File: src/rtl/buis_pkg.sv
// Package for the bounded unique id set: sizes, op codes, transaction
// structs and the store request struct. No dependencies.
package buis_pkg;

  localparam int CAPACITY = 64;
  localparam int KEY_W    = 32;
  localparam int IDX_W    = (CAPACITY > 1) ? $clog2(CAPACITY) : 1;
  localparam int CNT_W    = $clog2(CAPACITY + 1);
  localparam int POS_W    = 6;
  localparam int CNTO_W   = 7;

  localparam logic [1:0] OP_ADD    = 2'd0;
  localparam logic [1:0] OP_DELETE = 2'd1;

  typedef struct packed {
    logic [1:0]              op;
    logic signed [KEY_W-1:0] key;
  } buis_in_t;

  typedef struct packed {
    logic              status;
    logic              found;
    logic [POS_W-1:0]  position;
    logic [CNTO_W-1:0] count;
    logic              is_empty;
    logic              is_full;
  } buis_out_t;

  typedef struct packed {
    logic             we;
    logic [IDX_W-1:0] waddr;
    logic [KEY_W-1:0] wdata;
    logic             re;
    logic [IDX_W-1:0] raddr;
  } buis_mem_req_t;

endpackage

File: src/rtl/buis_store.sv
// Entry store: one write port, one read port with registered read data.
// Depends on buis_pkg.
module buis_store import buis_pkg::*; (
  input  logic             clk,
  input  buis_mem_req_t    req,
  output logic [KEY_W-1:0] rdata
);

  logic [KEY_W-1:0] mem [CAPACITY];
  logic [KEY_W-1:0] rdata_r;

  always_ff @(posedge clk) begin
    if (req.we) begin
      mem[req.waddr] <= req.wdata;
    end
    if (req.re) begin
      rdata_r <= mem[req.raddr];
    end
  end

  assign rdata = rdata_r;

endmodule

File: src/rtl/bounded_unique_id_set_unit.sv
// Bounded unique id set: sequential search over the packed store, append on
// add, swap-remove on delete. Depends on buis_pkg and buis_store.
// Search reads held slots from 0 and resolves on a hit or at the last held slot, or
// at once for a negative id or empty set; a swap-remove adds the swap state. The
// registered strobe follows; the receiver cannot stall it. One store read per cycle;
// start is ignored when busy. Synchronous reset empties the set; stale slots unread.
module bounded_unique_id_set_unit import buis_pkg::*; (
  input  logic      clk,
  input  logic      rst_n,
  input  logic      start,
  output logic      busy,
  input  buis_in_t  in_data,
  output logic      out_valid,
  output buis_out_t out_data
);

  typedef enum logic [2:0] {
    S_IDLE   = 3'b001,
    S_SEARCH = 3'b010,
    S_SWAP   = 3'b100
  } state_t;

  state_t            state_r, state_nxt;
  logic [1:0]        op_r, op_nxt;
  logic [KEY_W-1:0]  key_r, key_nxt;
  logic [CNT_W-1:0]  cnt_r, cnt_nxt;
  logic [IDX_W-1:0]  chk_r, chk_nxt;
  logic [IDX_W-1:0]  pos_r, pos_nxt;
  logic              out_valid_r, out_valid_nxt;
  buis_out_t         out_r, out_nxt;

  buis_mem_req_t     mreq;
  logic [KEY_W-1:0]  rdata;

  logic              resolve;
  logic              r_fnd;
  logic [IDX_W-1:0]  r_pos;
  logic              done;
  logic              d_status;
  logic              d_fnd;
  logic [IDX_W-1:0]  d_pos;
  logic              accept;
  logic              neg;
  logic              hit;
  logic              last_chk;
  logic [CNT_W-1:0]  last_idx;

  buis_store u_store (
    .clk   (clk),
    .req   (mreq),
    .rdata (rdata)
  );

  assign accept   = start && !busy;
  assign neg      = key_r[KEY_W-1];
  assign hit      = (rdata == key_r);
  assign last_chk = ((CNT_W'(chk_r) + 1'b1) == cnt_r);
  assign last_idx = cnt_r - 1'b1;

  always_comb begin
    state_nxt     = state_r;
    op_nxt        = op_r;
    key_nxt       = key_r;
    cnt_nxt       = cnt_r;
    chk_nxt       = chk_r;
    pos_nxt       = pos_r;
    mreq          = '0;
    resolve       = 1'b0;
    r_fnd         = 1'b0;
    r_pos         = '0;
    done          = 1'b0;
    d_status      = 1'b0;
    d_fnd         = 1'b0;
    d_pos         = '0;

    unique case (state_r)
      S_IDLE: begin
        if (accept) begin
          op_nxt     = in_data.op;
          key_nxt    = in_data.key;
          chk_nxt    = '0;
          mreq.re    = 1'b1;
          mreq.raddr = '0;
          state_nxt  = S_SEARCH;
        end
      end
      S_SEARCH: begin
        if (neg || cnt_r == '0) begin
          resolve = 1'b1;
        end else if (hit || last_chk) begin
          resolve = 1'b1;
          r_fnd   = hit;
          r_pos   = hit ? chk_r : '0;
        end else begin
          chk_nxt    = chk_r + 1'b1;
          mreq.re    = 1'b1;
          mreq.raddr = chk_r + 1'b1;
        end
      end
      S_SWAP: begin
        mreq.we    = 1'b1;
        mreq.waddr = pos_r;
        mreq.wdata = rdata;
        cnt_nxt    = last_idx;
        done       = 1'b1;
        d_fnd      = 1'b1;
        d_pos      = pos_r;
      end
      default: begin
        state_nxt = S_IDLE;
      end
    endcase

    if (resolve) begin
      d_fnd   = r_fnd;
      d_pos   = r_pos;
      pos_nxt = r_pos;
      done    = 1'b1;
      case (op_r)
        OP_ADD: begin
          if (neg || r_fnd || cnt_r >= CNT_W'(CAPACITY)) begin
            d_status = 1'b1;
          end else begin
            mreq.we    = 1'b1;
            mreq.waddr = cnt_r[IDX_W-1:0];
            mreq.wdata = key_r;
            cnt_nxt    = cnt_r + 1'b1;
          end
        end
        OP_DELETE: begin
          if (!r_fnd) begin
            d_status = 1'b1;
          end else if (CNT_W'(r_pos) == last_idx) begin
            cnt_nxt = last_idx;
          end else begin
            mreq.re    = 1'b1;
            mreq.raddr = last_idx[IDX_W-1:0];
            done       = 1'b0;
            state_nxt  = S_SWAP;
          end
        end
        default: begin
        end
      endcase
    end

    if (done) begin
      state_nxt = S_IDLE;
    end

    out_valid_nxt     = done;
    out_nxt           = out_r;
    if (done) begin
      out_nxt.status   = d_status;
      out_nxt.found    = d_fnd;
      out_nxt.position = POS_W'(d_pos);
      out_nxt.count    = CNTO_W'(cnt_nxt);
      out_nxt.is_empty = (cnt_nxt == '0);
      out_nxt.is_full  = (cnt_nxt == CNT_W'(CAPACITY));
    end
  end

  always_ff @(posedge clk) begin
    if (!rst_n) begin
      state_r     <= S_IDLE;
      cnt_r       <= '0;
      out_valid_r <= 1'b0;
    end else begin
      state_r     <= state_nxt;
      cnt_r       <= cnt_nxt;
      out_valid_r <= out_valid_nxt;
    end
    op_r  <= op_nxt;
    key_r <= key_nxt;
    chk_r <= chk_nxt;
    pos_r <= pos_nxt;
    out_r <= out_nxt;
  end

  assign busy      = (state_r != S_IDLE);
  assign out_valid = out_valid_r;
  assign out_data  = out_r;

  a_cnt_bound: assert property (@(posedge clk) disable iff (!rst_n)
    cnt_r <= CNT_W'(CAPACITY))
    else $error("held count above capacity");

  a_chk_range: assert property (@(posedge clk) disable iff (!rst_n)
    (state_r == S_SEARCH && cnt_r != '0) |-> (CNT_W'(chk_r) < cnt_r))
    else $error("search index beyond held count");

  a_start_prog: assert property (@(posedge clk) disable iff (!rst_n)
    accept |=> busy)
    else $error("accepted transaction did not enter search");

  a_done_idle: assert property (@(posedge clk) disable iff (!rst_n)
    out_valid_r |-> (state_r == S_IDLE))
    else $error("result strobe while still busy");

  a_swap_write: assert property (@(posedge clk) disable iff (!rst_n)
    (state_r == S_SWAP) |=> (out_valid_r && out_r.found && !out_r.status))
    else $error("swap-remove did not complete as a good delete");

endmodule

File: config.mk
export PLATFORM = sky130hd
export DESIGN_NAME = bounded_unique_id_set_unit
export DESIGN_NICKNAME = d
export VERILOG_FILES = /design/src/rtl/buis_pkg.sv /design/src/rtl/buis_store.sv /design/src/rtl/bounded_unique_id_set_unit.sv
export SDC_FILE = /design/constraint.sdc
export NUM_CORES = 2
export LEC_CHECK = 0
export BUFFER_PORTS_ARGS = -buffer_cell sky130_fd_sc_hd__buf_2
export CELL_PAD_IN_SITES_DETAIL_PLACEMENT = 1
export CELL_PAD_IN_SITES_GLOBAL_PLACEMENT = 1
export CORE_MARGIN = 3
export CORE_UTILIZATION = 40
export DETAILED_ROUTE_END_ITERATION = 16
export PLACE_DENSITY_LB_ADDON = 0.08
export SYNTH_ARGS = -nofsm -noshare
export SYNTH_HDL_FRONTEND = slang
export SYNTH_SLANG_ARGS = --single-unit
File: constraint.sdc
create_clock -name clk -period 10.5 [get_ports clk]
set_clock_uncertainty 0.2 [all_clocks]
set_input_delay 0 -clock clk [delete_from_list [all_inputs] [get_ports clk]]
set_output_delay 0 -clock clk [all_outputs]
set_load 0.01 [all_outputs]
Word level (Yosys, flattened, before mapping)
Memories as Yosys holds them, arrays and structs flattened. A register that Yosys moved wholly into a read port is not among the register bits.
Index checks and enable logic that the tools add are counted.
Widths: inputs -> output; s select.
{ "word_totals": {"register_bits": 74, "latchBits": 0, "ramBits": 2048, "rom_bits": 0, "input_bits": 37, "output_inout_bits": 19, "word_cells": 96, "mem_count": 1} }
{ "memory_table": {"columns": ["memory", "words", "width", "rd", "rd_clocked_by_memory_dff", "write_ports", "line_no", "rtl"], "rows": [
  ["u_store.mem", 64, 32, 1, 1, 1, "buis_store.sv:9", "logic [KEY_W-1:0] mem [CAPACITY];"]
]} }
{ "op_classes": {"n_addsub": 4, "multipliers": 0, "div_mod_pow": 0, "n_lt_le_gt_ge": 1, "eq_ne": 12, "shift": 0, "muxes": 50, "bitwise_logic": 1, "reduce_logical": 14} }
{ "ops": {"columns": ["cell", "n"], "rows": [
  ["$mux 39", 3],
  ["$mux 7", 11],
  ["$mux 6", 9],
  ["$mux 46", 1],
  ["$eq 32x32->1", 1],
  ["$pmux 7 s2", 2],
  ["$mux 1", 16],
  ["$mux 3", 5],
  ["$logic_not 7->1", 2],
  ["$pmux 6 s2", 1],
  ["$add 6x1->7 const B", 1],
  ["$add 7x1->7 const B", 1],
  ["$eq 6x7->1", 1],
  ["$eq 7x7->1", 1],
  ["$eq 7x7->1 const B", 1],
  ["$ge 7x7->1 const B", 1],
  ["$sub 7x1->7 const B", 1],
  ["$add 6x1->6 const B", 1],
  ["$ne 2x2->1 const B", 3],
  ["$pmux 3 s2", 1],
  ["$logic_or 1x1->1", 4],
  ["$reduce_and 4->1", 1],
  ["$reduce_or 2->1", 2],
  ["$eq 3x1->1 const B", 1],
  ["other kinds (11)", 11]
]} }

Depth between registers and ports, before layout
{ "logic_depth": {"word_depth": 13, "mapped_depth": 21, "mapped_depth_nobuf": 14} }

Cells and area by module
Synthesis repeated with hierarchy kept, for this count alone.
{ "unflattened": {"hier_cells": 3718, "hier_area_um2": 83209.8} }
{ "modules_own_cells": {"columns": ["mod", "n_inst", "cells_each", "area_each_um2", "seq_area_each_um2"], "rows": [
  ["buis_store", 1, 3324, 78835.6, 62459.9],
  ["bounded_unique_id_set_unit", 1, 394, 4374.2, 2112.0]
]} }

Least setup slack after synthesis
Ideal clock, no wire load.
{ "synth_timing": {"kind": "register to register", "from": "register cnt_r[1]", "to": "memory u_store.mem[10][0] (enable)", "setup_ns": 0.421, "arrival_ns": 4.529, "t_required_ns": 9.879, "slack_ns": 5.350, "path_stages_with_launch": 16, "n_path_buf": 3, "synth_period_minus_slack_ns": 5.150, "cell_sequence": "dfxtp_1 > buf_6 > inv_1 > ha_1 > nor3b_2 > a21o_1 > nor4_4 > nor4_1 > nand2b_1 > nor2_1 > clkbuf_1 > clkbuf_1 > nand3_1 > o22ai_1 > nand2_1 > nor2_1"} }
{ "synth_via": {"elab_chain_cells": 12, "elab_cells_between_ends": 18, "classes_between": "order compare (1); eq/ne (1); mux (11); reduce/logical (5)"} }
{ "synth_rtl": {"columns": ["item", "line_no", "rtl"], "rows": [
  ["start, declared", "bounded_unique_id_set_unit.sv:26", "logic [CNT_W-1:0] cnt_r, cnt_nxt;"],
  ["start signal, assigned", "bounded_unique_id_set_unit.sv:170", "cnt_r <= cnt_nxt;"],
  ["$eq 7x7->1", "bounded_unique_id_set_unit.sv:57", "assign last_chk = ((CNT_W'(chk_r) + 1'b1) == cnt_r);"],
  ["$logic_or 1x1->1", "bounded_unique_id_set_unit.sv:90", "end else if (hit || last_chk) begin"],
  ["$mux 1", "bounded_unique_id_set_unit.sv:90", null],
  ["$mux 1", "bounded_unique_id_set_unit.sv:88", "if (neg || cnt_r == '0) begin"],
  ["$mux 1", "bounded_unique_id_set_unit.sv:76", "unique case (state_r)"],
  ["$logic_or 1x1->1 (2 in series)", "bounded_unique_id_set_unit.sv:121", "if (neg || r_fnd || cnt_r >= CNT_W'(CAPACITY)) begin"],
  ["$mux 39", "bounded_unique_id_set_unit.sv:121", null],
  ["$mux 39", "bounded_unique_id_set_unit.sv:119", "case (op_r)"],
  ["$mux 46 *", "bounded_unique_id_set_unit.sv:114", "if (resolve) begin"],
  ["$mux 1", "buis_store.sv:13", "if (req.we) begin"],
  ["$mux 1 (not written as such)", "buis_store.sv:14", "mem[req.waddr] <= req.wdata;"],
  ["end, declared", "buis_store.sv:9", null]
]} }
Every way passes the cells marked *; elsewhere a longest branch is shown, timed or not.

Worst setup path after layout
{ "layout_timing": {"from": "register u_store.rdata_r[6] (netlist: u_store.rdata[6]) (read register of u_store.mem)", "to": "register u_store.rdata_r[2] (netlist: u_store.rdata[2]) (read register of u_store.mem), data pin"} }
{ "layout_via": {"elab_chain_cells": 10, "elab_cells_between_ends": 20, "classes_between": "eq/ne (2); mux (17); reduce/logical (1)"} }
{ "layout_rtl": {"columns": ["item", "line_no", "rtl"], "rows": [
  ["start, declared", "buis_store.sv:10", "logic [KEY_W-1:0] rdata_r;"],
  ["$eq 32x32->1 *", "bounded_unique_id_set_unit.sv:56", "assign hit = (rdata == key_r);"],
  ["$mux 6 or $logic_or 1x1->1 (tied branches)", "bounded_unique_id_set_unit.sv:93, bounded_unique_id_set_unit.sv:90", null],
  ["$mux 6", "bounded_unique_id_set_unit.sv:90", null],
  ["$mux 6", "bounded_unique_id_set_unit.sv:88", null],
  ["$mux 6", "bounded_unique_id_set_unit.sv:76", null],
  ["$eq 6x7->1", "bounded_unique_id_set_unit.sv:133", "end else if (CNT_W'(r_pos) == last_idx) begin"],
  ["$mux 7", "bounded_unique_id_set_unit.sv:133", null],
  ["$mux 7", "bounded_unique_id_set_unit.sv:131", "if (!r_fnd) begin"],
  ["$mux 7", "bounded_unique_id_set_unit.sv:119", null],
  ["$mux 46 *", "bounded_unique_id_set_unit.sv:114", null]
]} }
Marked as above.
A chain may end at the register's enable or synchronous reset.

==> impl_metrics.json <==
{
  "numCtsBuffers": 229,
  "first_pass_iters": 8,
  "synth_cells": 5779,
  "p_int_mw": 13.8,
  "hold_path_class": "in2reg",
  "p_seq_share_pct": 54.4,
  "synth_cell_type_count": 86,
  "finalSetupViolCount": 0,
  "ioPinCount": 56,
  "cp.required_ns": 10.76,
  "switching_power_mw": 3.47,
  "period_share_pct": 79.1,
  "final_max_slew_viol_count": 0,
  "postCtsSetupBuffers": 0,
  "grtUsageTotal_pct": 25.9,
  "ys_seq_elements": 2154,
  "wire_per_inst_um": 32.6,
  "ir_drop_mv": 0.193,
  "gr-total-overflow": 0,
  "syn-num-nets": 5819,
  "ant_nets": 0,
  "rows": 170,
  "path_class": "reg2reg",
  "die_area_um2": 222000,
  "die_w_um": 471,
  "power.leakage_nw": 34.5,
  "syn_area_per_cell_um2": 15.0,
  "cts_buffer_depth": 3,
  "tightest_slew_ns": 1.46,
  "hold_viol_final": 0,
  "cts-resized-gates": 0,
  "grt_pass1_wl_um": 411000,
  "placed_area_um2": 90700,
  "htree_levels": 4,
  "synth_edf_count": 2143,
  "hpwl_um": 161000,
  "clock_latency_ns": 0.87,
  "fmax_ghz": 0.120,
  "rsz0062_at_grt": "no",
  "drive_gt1_share_pct": 12.3,
  "ys_dominant_reg_cell": "edfxtp_1",
  "cts_hold_buf": 71,
  "slew_headroom_pct": 1.70,
  "power_frac_comb_pct": 0.6,
  "portBuffers": 55,
  "via_per_inst": 5.89,
  "cts_root_buf": "clkbuf_16",
  "grt_pass1_vias": 52800,
  "violations": "capacitance limit",
  "cts_tree": "built",
  "yosysSeqAreaShare_pct": 74.6,
  "power_frac_clock_pct": 45.0,
  "arrival_ns": 8.57,
  "antenna_found_initial": 15,
  "synth_area_um2": 86600,
  "cts.reportedPaths.clkPinSlew_ns": 0.06,
  "report.power.total_mw": 17.2,
  "fin_area_um2": 98500,
  "fin_setup_tns_ns": 0,
  "layout_min_cycle_time_ns": 8.31,
  "cts_sinks": 2154,
  "finish.utilization_pct": 45.8,
  "core_um2": 215000,
  "die_h_um": 471,
  "worst_setup_path_start_kind": "flip-flop",
  "drv_cap": 1,
  "dp_cells": 8491,
  "grt_max_degree": 118,
  "dr_total_vias": 53000,
  "syn2layout_area_growth_pct": 13.8,
  "drc_errors": 0,
  "gp_congestion": 0.853,
  "powerDensity_nw_per_um2": 175,
  "synth_warnings": 0,
  "drt-total-wl_um": 293000,
  "outcome": "finished with violations",
  "stdcell_count": 8988,
  "swShare_pct": 20.1,
  "synth_async_sr_flop_share_pct": 0,
  "crit_path_end_kind": "flip-flop",
  "crit_fanout": 28,
  "drtIter0Drc": 6076,
  "fin_nets": 5995,
  "start_util_pct": 40.3
}
-- worst paths after layout --
kind	slack [ns]	cells past startpoint	start	to
max	2.19	13	u_store.rdata[6]$_DFFE_PP_	u_store.rdata[2]$_DFFE_PP_
min	0.22	3	in_data[32]	op_r[0]$_DFFE_PP_
max reg2reg	2.19	13	u_store.rdata[6]$_DFFE_PP_	u_store.rdata[2]$_DFFE_PP_
min reg2reg	0.44	1	pos_r[4]$_DFFE_PP_	out_data[13]$_DFFE_PP_
-- final cells by class --
cell class | instances | area (um2)
Antenna cell | 3 | 7.51
Clock buffer | 300 | 6080
Clock inverter | 123 | 965
Fill cell | 20900 | 116000
Inverter | 16 | 60.1
Multi-Input combinational cell | 3243 | 20700
Sequential cell | 2154 | 64600
Tap cell | 2838 | 3550
Timing Repair Buffer | 311 | 2540
-- synth_stat cells, drive strengths merged (24+ instances only) --
master     n  area [um2]
mux2i    507        5070
nand2   1001        3760
a21oi    197         986
clkbuf   133         499
a22oi     26         195
nor2     119         452
nand4     28         175
o211ai    52         395
a221oi    24         210
mux2      68         766
a311oi    24         210
nand3    386        1930
a22o      55         482
o21ai     66         364
and3     136         851
xnor2     33         289
buf      233        1410
edfxtp  2143       64400
a31oi    103         651
nor4      49         328
o22ai     99         619
-- worst max-delay path: stages (launching register included) --
cell and delay, ns:
edfxtp_1 0.48, xor2_1 0.19, nor4_1 1.09, nand4bb_1 0.45
nor4_4 0.54, a21oi_1 0.26, o211ai_2 0.69, a21o_2 0.85
nor2_1 0.32, nand2_1 0.56, buf_4 0.53, o22a_1 0.25
a311oi_1 0.23, nor4_1 1.19
-- through the flow --
step	setup slack (ns)	hold WS [ns]
after global placement	2.00	-0.0161
after global routing	2.10	0.201
final	2.19	0.215
after floorplan	5.35	-0.101
after CTS	2.42	0.153
after detailed placement	2.46	-0.0128
-- metal layers --
layer | wire, um | global-route usage [%] | up-vias
met4 | 7140 | 6.52 | 0
met2 | 136000 | 41.1 | 1773
met1 | 132000 | 37.5 | 28200
met5 | 0 | 0 | -
li1 | - | - | 22600
met3 | 17800 | 3.69 | 343
-- cells by family after synthesis --
logic type               count (synthesis)  synth area share, %
AO/OA/AOI/OAI                          795                 6.33
XOR/XNOR                                57                0.593
flip-flops                            2154                 74.6
buffers and inverters                  382                 2.28
multiplexers                           575                 6.75
AND/OR/NAND/NOR                       1813                 9.42
adder cells (fa/ha/maj)                  3               0.0434
-- power groups by stage --
stage / Combinational (mW) / Clock, mW / Sequential [mW]
after global routing: 0.113 / 8.25 / 9.36
after CTS: 0.107 / 7.89 / 9.36
final: 0.109 / 7.75 / 9.37
after detailed placement: 0.0852 / 0 / 9.55
after floorplan: 0.0403 / 0 / 9.54
after global placement: 0.0855 / 0 / 9.54
-- cell usage in the layout, fill, tap and decap left out, types with 28 or more instances in the layout --
master	netlist	layout
dlygate4sd3_1	0	71
nor2_1	117	51
buf_4	56	172
a31oi_1	102	102
o22ai_1	99	99
nand4_1	28	28
nor4_1	47	42
a22o_2	0	29
xnor2_1	33	33
a21oi_1	197	195
o21ai_0	60	59
and3_1	136	134
edfxtp_1	2143	2143
nand3_1	386	386
nand2_1	1000	1000
nor2_4	0	66
mux2_2	68	68
clkbuf_16	0	233
clkinv_2	0	42
clkbuf_1	133	67
mux2i_1	507	507
o211ai_1	51	51
clkinv_1	2	57
buf_2	142	55
-- flip-flops by register name (all words and copies together) (netlist names) --
register / count
u_store.rdata: 32
chk_r: 6
cnt_r: 7
key_r: 32
out_data: 17
state_r: 3
out_valid: 1
u_store.mem: 2048
op_r: 2
pos_r: 6
(Power assumes the default switching activity.)
